$ cat src/rtl/gewma_pkg.sv
`timescale 1ns / 1ps
`default_nettype none

package gewma_pkg;

	// fraction bits of the Q16.16 samples and of the Q1.16 weight
	localparam int FRAC_BITS = 16;
	localparam int ALPHA_BITS = FRAC_BITS + 1;
	localparam int MINP_BITS = 16;

	// weight of 1.0 and the reset defaults of the weight (0.5) and the warm-up length
	localparam logic [ALPHA_BITS-1:0] ONE_Q16 = ALPHA_BITS'(1) << FRAC_BITS;
	localparam logic [ALPHA_BITS-1:0] ALPHA_RESET = ONE_Q16 >> 1;
	localparam logic [MINP_BITS-1:0] MINP_RESET = '0;

	// configuration port
	localparam int CFG_INDEX_BITS = 1;
	localparam int CFG_DATA_BITS = ALPHA_BITS;

	typedef enum logic [CFG_INDEX_BITS-1:0] {
		CFG_SMOOTHING_FACTOR = 1'b0,
		CFG_WARMUP_LEN       = 1'b1
	} cfg_index_t;

	// settings seen by the datapath
	typedef struct packed {
		logic [ALPHA_BITS-1:0] alpha;
		logic [MINP_BITS-1:0]  warmup_len;
	} cfg_t;

endpackage

`default_nettype wire

$ cat src/rtl/gewma_cfg_regs.sv
`timescale 1ns / 1ps
`default_nettype none

module gewma_cfg_regs (
	input  wire logic                                 clk,
	input  wire logic                                 arst_n,
	input  wire logic                                 wr_en,
	input  wire logic [gewma_pkg::CFG_INDEX_BITS-1:0] wr_index,
	input  wire logic [gewma_pkg::CFG_DATA_BITS-1:0]  wr_data,
	output gewma_pkg::cfg_t                           cfg
);

	logic [gewma_pkg::ALPHA_BITS-1:0] alpha_q;
	logic [gewma_pkg::MINP_BITS-1:0]  minp_q;

	// register writes
	always_ff @(posedge clk or negedge arst_n) begin
		if (!arst_n) begin
			alpha_q <= gewma_pkg::ALPHA_RESET;
			minp_q  <= gewma_pkg::MINP_RESET;
		end else if (wr_en) begin
			unique case (gewma_pkg::cfg_index_t'(wr_index))
				gewma_pkg::CFG_SMOOTHING_FACTOR: begin
					alpha_q <= wr_data;
				end
				gewma_pkg::CFG_WARMUP_LEN: begin
					minp_q <= wr_data[gewma_pkg::MINP_BITS-1:0];
				end
				default: begin
				end
			endcase
		end
	end

	// weights above 1.0 act as 1.0
	always_comb begin
		cfg.alpha      = (alpha_q > gewma_pkg::ONE_Q16) ? gewma_pkg::ONE_Q16 : alpha_q;
		cfg.warmup_len = minp_q;
	end

endmodule

`default_nettype wire

$ cat config.mk
export PLATFORM = sky130hd
export DESIGN_NAME = gewma_cfg_regs
export DESIGN_NICKNAME = d
export VERILOG_FILES = /design/src/rtl/gewma_pkg.sv /design/src/rtl/gewma_cfg_regs.sv
export SDC_FILE = /design/constraint.sdc
export NUM_CORES = 1
export LEC_CHECK = 0
export ABC_AREA = 1
export BUFFER_PORTS_ARGS = -buffer_cell sky130_fd_sc_hd__buf_2
export CORE_MARGIN = 5
export CORE_UTILIZATION = 30
export DETAILED_ROUTE_END_ITERATION = 8
export PLACE_DENSITY_LB_ADDON = 0.05
export SYNTH_ARGS = -nofsm -noshare
export SYNTH_HDL_FRONTEND = slang
export SYNTH_SLANG_ARGS = --single-unit
$ cat constraint.sdc
create_clock -name clk -period 1.7 [get_ports clk]
set_input_delay 0.34 -clock clk [delete_from_list [all_inputs] [get_ports clk]]
set_output_delay 0.34 -clock clk [all_outputs]
set_load 0.03 [all_outputs]
==> Implementation_results.wiki <==
{| class="wikitable"
! Metric !! Value
|-
| Max-Cap Viols || 0
|-
| Number of sinks driven by the clock tree || 33
|-
| Cells traversed along the worst timing path || nor2_1 -> nand2_1 -> nor2_4 -> nand2_4 -> a21oi_1 -> buf_4
|-
| Final estimated routing congestion in global placement || 0.740
|-
| Share of the clock period used by the worst path || 111%
|-
| Post-Synthesis Cells || 174
|-
| Number of flops mapped to enable cells by yosys || 0
|-
| Delay of the slowest cell on the worst path || 0.41 ns
|-
| Number of synthesized register bits || 33
|-
| Cell taking the most area after synthesis || dfrtp_1
|-
| Number of antenna violations at the first check in global routing || 0
|-
| Fraction of final layout cells sized beyond drive strength 1 || 38.7%
|-
| Pre-CTS setup slack || 0.0863 ns
|-
| Status || finished, violations left
|-
| Chip width || 80.8 µm
|-
| Total number of H-tree levels || 2
|-
| Number of instances in the placed design || 289
|-
| Overall routed net length || 3670 µm
|-
| Wire length of the first global-routing pass || 6130 µm
|-
| Count of pins on the block boundary || 54
|-
| Net count reported at finish || 255
|-
| Final Util || 44.0%
|-
| Unrepaired setup endpoints after global routing || true
|-
| Synth Warn # || 0
|-
| Die Height || 80.8 µm
|-
| Clock transition time at the flip-flop clock pins of the worst setup and hold paths || 0.07 ns
|-
| Total leakage power || 1.12 nW
|-
| Vias in the first global route || 1251
|-
| Crit path setup slack, layout || -0.188 ns
|-
| Count of antenna diodes in the layout || 0
|-
| Endpoints failing setup || 16
|-
| Hold WS || 0.112 ns
|-
| TritonCTS clock tree || built
|-
| CORE AREA || 4790 µm²
|-
| Worst setup EP type || output port
|-
| Pin count of the biggest net entering global routing || 34
|-
| Post-synthesis sequential area ratio || 55.0%
|-
| Distinct cell type count of the synthesized netlist || 15
|-
| Vias after detailed routing || 1257
|-
| Commonest cells in the netlist || nand2_1, inv_1, dfrtp_1, o21ai_0, a21oi_2
|-
| Crit path buf inv count || 1
|-
| Final Critical Period || 1.89 ns
|-
| Post-synthesis cell area || 1500 µm²
|-
| Most repeated cell in the gate-level netlist after synthesis || nand2_1
|-
| Routed WL per cell || 12.2 µm
|-
| Relative max-transition margin || 52.0%
|-
| Deepest clock path buffer count || 2
|-
| Max FO, Critical Path || 8
|-
| Final Max Tran Viols || 0
|-
| Antenna-violating nets left || 0
|-
| TritonRoute pass-1 iters || 4
|-
| Slowest stage cell, crit path || dfrtp_1
|-
| Area growth from synthesis to layout || 40.1%
|-
| DRC violations left || 0
|-
| Path category of the worst min-delay check || input port to async pin
|-
| Layout Cells excl Fill || 302
|-
| Upper clock frequency limit || 530 MHz
|-
| Sw power || 0.764 mW
|-
| Post-route clock skew || 0 ns
|-
| Routed vias/inst || 4.16
|-
| Initial cell density of the core || 31.4%
|-
| Element type at the critical path start || flop
|-
| Buffer type at the clock tree root || clkbuf_8
|-
| Internal || 1.50 mW
|-
| Accumulated negative setup slack || -2.29 ns
|-
| Violations in the final reports || negative setup slack
|-
| Data required time of the worst path || 1.36 ns
|-
| Post-synth top flop || dfrtp_1
|-
| Die Area || 6520 µm²
|-
| HPWL after detailed placement || 2740 µm
|-
| Clock latency of the later-clocked register in the worst-skew pair || 0.27 ns
|-
| Final hold violation count || 0
|-
| Arrival time at the worst endpoint || 1.55 ns
|-
| Actual transition at the worst max-transition pin || 0.720 ns
|-
| Net Count, Synth || 195
|-
| TritonCTS Buffers || 5
|-
| Sw frac || 33.7%
|-
| Combinational share of power || 29.9%
|-
| GRT Overall Usage || 12.5%
|-
| Hold-fix buffers, CTS || 0
|-
| Pwr per Cell Area || 1070 nW/µm²
|-
| Clock network fraction of design power || 28.2%
|-
| Sequential share of power || 42.0%
|-
| Area share of the largest cell type after synthesis || 53.3%
|-
| Ranking of synthesized cells by area || dfrtp_1, o21ai_0, nand2_1
|-
| Number of port buffers || 53
|-
| Largest voltage drop on the vdd net || 0.612 mV
|-
| Mean post-synth cell area || 8.64 µm²
|-
| Floorplan row count || 25
|-
| Share of flip-flops with an asynchronous set or reset after synthesis || 100%
|-
| Startpoint-to-endpoint class of the critical path || flop to output port
|-
| Global route overflow || 0
|-
| Starting DRT DRC Count || 49
|-
| Worst path top cell family by delay || simple AND/OR/NAND/NOR gates
|}
power by group through the flow:
stage,clock (mW),sequential (mW),combinational (mW)
after floorplan,0,1.05,0.302
after CTS,0.669,0.952,0.675
after detailed placement,0,0.966,0.583
final,0.637,0.950,0.676
after global routing,0.700,0.962,0.737
after global placement,0,0.963,0.576
area by class of cell:
class | instances | area, µm²
tap | 67 | 83.8
clock inverter | 1 | 5.00
sequential | 33 | 827
multi-input combinational | 99 | 541
fill | 490 | 2680
timing repair buffer | 62 | 429
inverter | 33 | 124
clock buffer | 7 | 96.3
per-stage QoR:
step	total power [mW]	area (µm²)
floorplan	1.35	1500
global placement	1.54	1830
detailed placement	1.55	1830
CTS	2.30	2080
global route	2.40	2110
finish	2.26	2110
worst paths after layout:
path | startpoint | endpoint | slack, ns | cells after the start
max in group asynchronous | arst_n | alpha_q[4] | 1.12 | 1
setup / recovery | alpha_q[9] | cfg[29] | -0.19 | 6
min in group clk | wr_data[16] | alpha_q[16] | 0.31 | 2
hold / removal | arst_n | minp_q[4] | 0.11 | 1
setup reg to reg | alpha_q[3] | alpha_q[3] | 0.93 | 3
hold reg to reg | minp_q[9] | minp_q[9] | 0.49 | 2
kinds of logic after synthesis:
group | share of synthesized area [%]
AO/OA/AOI/OAI | 19.0
buffers and inverters | 12.2
flip-flops | 55.0
multiplexers | 0.749
AND/OR/NAND/NOR | 13.1
worst reg2reg max path, stage by stage, from the launching register on:
cell and delay [ns]:
dfrtp_1 0.38, buf_4 0.14, nand2_1 0.06, o21ai_0 0.08
cells in the final DEF (no fill, tap or decap):
master and count:
nand2_1 38, buf_2 37, inv_1 33, o21ai_0 32, dfrtp_1 32, buf_6 15, a21oi_2 13, buf_4 10
nor2_1 8, clkbuf_8 7, nor2_4 2, nand2_4 2, a21oi_4 2, a21oi_1 1, mux2_2 1, dfstp_2 1
clkinv_2 1
flip-flops by register name, indices dropped and copies added (netlist names):
signal,count
alpha_q,17
minp_q,16
layer usage:
metal | wire length (µm) | global-route usage, % | share of wire, %
met1 | 1840 | 17.8 | 50
met2 | 1510 | 17.3 | 41
met3 | 262 | 4.43 | 7.1
met4 | 57 | 5.07 | 1.6
met5 | 0 | 0 | 0
what timing repair did:
| item | in CTS | in global routing |
|---|---|---|
| pin swaps | 5 | 10 |
| gates resized for setup | 39 | 1 |
| gates cloned | 1 | 0 |
| endpoints found under the setup margin | 16 | 16 |
| setup buffers | 2 | 2 |
Power figures use the tool's default switching activity.
