File: src/rtl/gewma_pkg.sv
`timescale 1ns / 1ps
`default_nettype none

package gewma_pkg;

	// fraction bits of the Q16.16 samples and of the Q1.16 weight
	localparam int FRAC_BITS = 16;
	localparam int ALPHA_BITS = FRAC_BITS + 1;
	localparam int MINP_BITS = 16;

	// weight of 1.0 and the reset defaults of the weight (0.5) and the warm-up length
	localparam logic [ALPHA_BITS-1:0] ONE_Q16 = ALPHA_BITS'(1) << FRAC_BITS;
	localparam logic [ALPHA_BITS-1:0] ALPHA_RESET = ONE_Q16 >> 1;
	localparam logic [MINP_BITS-1:0] MINP_RESET = '0;

	// configuration port
	localparam int CFG_INDEX_BITS = 1;
	localparam int CFG_DATA_BITS = ALPHA_BITS;

	typedef enum logic [CFG_INDEX_BITS-1:0] {
		CFG_SMOOTHING_FACTOR = 1'b0,
		CFG_WARMUP_LEN       = 1'b1
	} cfg_index_t;

	// settings seen by the datapath
	typedef struct packed {
		logic [ALPHA_BITS-1:0] alpha;
		logic [MINP_BITS-1:0]  warmup_len;
	} cfg_t;

endpackage

`default_nettype wire

File: src/rtl/gewma_core.sv
`timescale 1ns / 1ps
`default_nettype none

module gewma_core #(
	parameter int SAMPLE_BITS = 32,
	parameter int COUNT_BITS  = 16
) (
	input  wire logic                          clk,
	input  wire logic                          arst_n,
	input  wire gewma_pkg::cfg_t               cfg,
	input  wire logic                          fire,
	input  wire logic signed [SAMPLE_BITS-1:0] sample,
	input  wire logic                          sample_valid,
	input  wire logic                          group_start,
	output logic signed [SAMPLE_BITS-1:0]      average,
	output logic                               average_valid
);

	localparam int DIFF_BITS = SAMPLE_BITS + 1;
	localparam int PROD_BITS = DIFF_BITS + gewma_pkg::ALPHA_BITS + 1;
	localparam int CMP_BITS  = (COUNT_BITS > gewma_pkg::MINP_BITS) ?
	                           COUNT_BITS : gewma_pkg::MINP_BITS;
	localparam logic [COUNT_BITS-1:0] COUNT_MAX = {COUNT_BITS{1'b1}};
	localparam logic signed [PROD_BITS-1:0] ROUND_HALF =
		PROD_BITS'(1) << (gewma_pkg::FRAC_BITS - 1);

	logic signed [SAMPLE_BITS-1:0] avg_q;
	logic [COUNT_BITS-1:0]         cnt_q;
	logic                          warm_q;

	logic signed [SAMPLE_BITS-1:0] avg_cur;
	logic [COUNT_BITS-1:0]         cnt_cur;
	logic                          warm_cur;
	logic signed [DIFF_BITS-1:0]   diff;
	logic signed [PROD_BITS-1:0]   prod;
	logic signed [PROD_BITS-1:0]   step;
	logic signed [SAMPLE_BITS-1:0] avg_blend;
	logic signed [SAMPLE_BITS-1:0] avg_nxt;
	logic [COUNT_BITS-1:0]         cnt_nxt;
	logic                          warm_nxt;

	// a group start clears the state before the row is applied
	assign avg_cur  = group_start ? '0 : avg_q;
	assign cnt_cur  = group_start ? '0 : cnt_q;
	assign warm_cur = group_start ? 1'b0 : warm_q;

	// avg + round(alpha * (sample - avg) / 2^16), same as the two-weight blend
	always_comb begin
		diff      = DIFF_BITS'(sample) - DIFF_BITS'(avg_cur);
		prod      = $signed({1'b0, cfg.alpha}) * diff;
		step      = (prod + ROUND_HALF) >>> gewma_pkg::FRAC_BITS;
		avg_blend = avg_cur + step[SAMPLE_BITS-1:0];
	end

	// next state for this row
	always_comb begin
		avg_nxt  = avg_cur;
		cnt_nxt  = cnt_cur;
		warm_nxt = warm_cur;
		if (sample_valid) begin
			avg_nxt  = (cnt_cur == '0) ? sample : avg_blend;
			cnt_nxt  = (cnt_cur == COUNT_MAX) ? cnt_cur : cnt_cur + 1'b1;
			warm_nxt = warm_cur |
			           (CMP_BITS'(cnt_nxt) >= CMP_BITS'(cfg.warmup_len));
		end
	end

	// result of this row
	assign average       = warm_nxt ? avg_nxt : '0;
	assign average_valid = warm_nxt;

	// state registers
	always_ff @(posedge clk or negedge arst_n) begin
		if (!arst_n) begin
			avg_q  <= '0;
			cnt_q  <= '0;
			warm_q <= 1'b0;
		end else if (fire) begin
			avg_q  <= avg_nxt;
			cnt_q  <= cnt_nxt;
			warm_q <= warm_nxt;
		end
	end

endmodule

`default_nettype wire

File: config.mk
export PLATFORM = sky130hd
export DESIGN_NAME = gewma_core
export DESIGN_NICKNAME = d
export VERILOG_FILES = /design/src/rtl/gewma_pkg.sv /design/src/rtl/gewma_core.sv
export SDC_FILE = /design/constraint.sdc
export NUM_CORES = 2
export LEC_CHECK = 0
export ABC_AREA = 0
export ABC_CLOCK_PERIOD_IN_PS = 16200
export BUFFER_PORTS_ARGS = -buffer_cell sky130_fd_sc_hd__buf_2
export CORE_MARGIN = 2
export CORE_UTILIZATION = 60
export CTS_CLUSTER_DIAMETER = 100
export DETAILED_ROUTE_END_ITERATION = 12
export PLACE_DENSITY = 0.78
export SLEW_MARGIN = 20
export SYNTH_ARGS = -nofsm -noshare
export SYNTH_HDL_FRONTEND = slang
export SYNTH_SLANG_ARGS = --single-unit
File: constraint.sdc
create_clock -name clk -period 16.2 [get_ports clk]
set_clock_uncertainty 0.05 [all_clocks]
set_input_delay 2.43 -clock clk [delete_from_list [all_inputs] [get_ports clk]]
set_output_delay 2.43 -clock clk [all_outputs]
set_load 0.03 [all_outputs]
==> results.cfg <==
[outcome]
outcome = finished, final reports clean

[worst_setup_path]
critical_path_buf_inv_count = 11
worstPathMaxFanout = 16
critical_path.most_common_cell = sky130_fd_sc_hd__fa_1
worstReg2RegStart = avg_q[0]
max_stage_delay_ns = 0.53
rr_worst_depth = 47
rr_endpoint = avg_q[30]
crit_path_start_kind = input port
critPathRequiredTime_ns = 13.72
timing.reg2reg.setup_slack_ns = 5.05
path_class = input port to output port
critPathArrivalTime_ns = 13.31
critical_path.slowest_cell = sky130_fd_sc_hd__fa_1
endpoint_kind = output port
crit_path_max_delay_family = adder cells
crit_cells = 46

[yosys]
ys_async_sr_fraction = 1.00
synth_sequential_area_ratio = 0.0481
synth.top_cells.by_count = sky130_fd_sc_hd__inv_1 (650), sky130_fd_sc_hd__fa_1 (517), sky130_fd_sc_hd__and2_1 (315)
synth_top_cells_by_area = sky130_fd_sc_hd__fa_1 (41%), sky130_fd_sc_hd__ha_1 (11%), sky130_fd_sc_hd__inv_1 (9.6%)
post_synth_instance_area_um2 = 25500
post-synth-top-count-cell = sky130_fd_sc_hd__inv_1
synth.largest_area_cell = sky130_fd_sc_hd__fa_1
synth-seq-cells = 49
synth_fp_nets = 3762
post_synth_num_cell_types = 71
synthesis.yosys.warnings = 0
syn_inst = 2946
synth_edf_count = 0
synth_largest_type_area_fraction = 0.406
ys_dominant_reg_cell = sky130_fd_sc_hd__dfrtp_1
synth.avg_cell_area_um2 = 8.65

[job]
max-cap-violations = 0

[min_path]
hold_start = avg_q[31]
worst_hold_path.num_cells = 2
min_to = avg_q[31]
worst_hold_path_type = flop to flop

[floorplanning]
floorplan.initialDensity = 0.608
die_area_um2 = 44200
core_region_area_um2 = 41900
pin_count = 103
die-height_um = 210
die_x_um = 210
placement_rows = 75

[place]
io_buf_count = 102
rd_place_congestion = 0.982
detailed_place_hpwl_um = 53900
detailedPlace.worstSlack_ns = -0.753

[global_routing]
overflow = 0
groute.usage.overall = 0.312
grt_max_degree = 68
grt_first_pass_wirelength_um = 110000
antenna_found_initial = 1
vias_in_the_first_global_route = 21900

[clock_tree]
cts.reportedPaths.clkPinSlew_ns = 0.08
cts_tree = yes
tritoncts_num_sinks = 49
cts_buffers = 5
clock_tree.root_cell = sky130_fd_sc_hd__clkbuf_16
cts_hold_buffers = 0
htree_levels = 2
max-clock-path-buffers = 2
clk-insertion-delay-late_ns = 0.31

[routing]
finalWirelength_um = 66400
met2_routed_wl_um = 33800
top_layer = met5
drt_first_iter_violations = 1225
dr_total_vias = 20300
wl_met1_um = 26100
detail_route_antenna_nets = 0
met3_length_um = 3940
wl_per_cell_um = 18.7
detail_route.vias_per_cell = 5.70
detail_route.drc_violations = 0
first_pass_iters = 8

[finish]
fin_nets = 3831
drive_gt1_frac = 0.0879
areaGrowthSynthToFinish_pct = 7.16

[sta]
hold_viol_final = 0
final-setup-viol-count = 0
slew_headroom = 0.376
final_period_minus_worst_setup_slack_ns = 15.79
fin_crit_sh = 0.975
final_critical_path_setup_slack_ns = 0.409
timing.final.max_slew_violations = 0
max_freq_ghz = 0.0633
timing_worst_slew_pin_value_ns = 0.936
cell usage in the layout (no fill, tap or decap), types with 6 or more instances in the layout:
cell / netlist / routed
sky130_fd_sc_hd__a211oi_1: 17 / 16
sky130_fd_sc_hd__xnor2_2: 0 / 7
sky130_fd_sc_hd__nand3_1: 25 / 25
sky130_fd_sc_hd__a31oi_1: 9 / 7
sky130_fd_sc_hd__a21oi_2: 0 / 11
sky130_fd_sc_hd__xor2_1: 41 / 39
sky130_fd_sc_hd__buf_4: 1 / 68
sky130_fd_sc_hd__fa_1: 517 / 517
sky130_fd_sc_hd__o21bai_1: 15 / 14
sky130_fd_sc_hd__and3_1: 8 / 8
sky130_fd_sc_hd__a21oi_1: 115 / 104
sky130_fd_sc_hd__dfrtp_1: 49 / 49
sky130_fd_sc_hd__a21o_1: 51 / 51
sky130_fd_sc_hd__nand4_1: 13 / 13
sky130_fd_sc_hd__o211ai_1: 6 / 6
sky130_fd_sc_hd__mux2i_1: 11 / 11
sky130_fd_sc_hd__nand2b_1: 24 / 24
sky130_fd_sc_hd__xnor2_1: 77 / 70
sky130_fd_sc_hd__o21ai_1: 1 / 7
sky130_fd_sc_hd__o21ai_0: 58 / 49
sky130_fd_sc_hd__a22o_1: 13 / 13
sky130_fd_sc_hd__nor3_1: 13 / 13
sky130_fd_sc_hd__and2_1: 315 / 315
sky130_fd_sc_hd__nand2_1: 306 / 306
sky130_fd_sc_hd__nor2_1: 102 / 102
sky130_fd_sc_hd__buf_2: 1 / 102
sky130_fd_sc_hd__mux2_2: 16 / 16
sky130_fd_sc_hd__inv_1: 650 / 650
sky130_fd_sc_hd__nor2b_1: 55 / 51
sky130_fd_sc_hd__o21a_1: 15 / 15
sky130_fd_sc_hd__ha_1: 229 / 224
metrics by stage:
stage,TNS [ns],utilization,hold WS (ns),cell area (µm²),cells
floorplan,0,-,0.392,25500,2946
global placement,-1.15,0.639,0.416,26800,3540
detailed placement,-4.35,0.639,0.414,26800,3540
CTS,0,0.645,0.432,27100,3549
global route,-0.143,0.651,0.468,27300,3555
finish,0,0.651,0.440,27300,3556
kinds of logic after synthesis:
kind of cell	after synthesis	synth area share
adders and majority gates	746	0.518
and+or+nand+nor	890	0.179
muxes	27	0.0114
buffers and inverters	768	0.114
AOI/OAI and AO/OA	347	0.0880
DFF	49	0.0481
xor gates and xnor gates	119	0.0414
state kept, by name, summed over array words and instances (netlist names):
name / count
warm_q: 1
avg_q: 32
cnt_q: 16
layout make-up:
class | instances | area, µm²
Inverter | 652 | 2450
Tap cell | 539 | 674
Clock inverter | 3 | 47.5
Clock buffer | 5 | 125
Sequential cell | 49 | 1230
Timing Repair Buffer | 178 | 1150
Fill cell | 3407 | 14600
Antenna cell | 1 | 2.50
Multi-Input combinational cell | 2129 | 21600
worst max path at each step:
stage	endpoint	slack (ns)	start
2_1_floorplan	average[26]	0.74	group_start
3_3_place_gp	average[30]	-0.31	group_start
3_5_place_dp	average[28]	-0.75	group_start
4_1_cts	average[30]	0.02	group_start
5_1_grt	average[27]	-0.08	group_start
6_report	average[30]	0.41	group_start
layer usage:
layer,track usage,vias to the layer above
li1,-,9088
met1,0.394,10200
met2,0.557,759
met3,0.0328,184
met4,0.116,2
met5,0,-
timing repair:
| action | in CTS | in global routing |
|---|---|---|
| endpoints found under the setup margin | 11 | 16 |
| buffers inserted | 1 | 6 |
| pin swaps | 1 | 8 |
| gates resized for setup | 15 | 51 |
| gates cloned | 0 | 0 |
worst reg2reg max path, delay by kind of cell (launching register included):
kind                       cells  cell delay (ns)
DFF                            1             0.41
and+or+nand+nor               10             1.87
adders and majority gates     10             4.11
xor gates and xnor gates       3             0.53
AOI/OAI and AO/OA             14             2.84
buffers and inverters         10             1.27
Power is not shown: default switching activity piles up to over one toggle a cycle in this logic, so the estimate is an artifact.
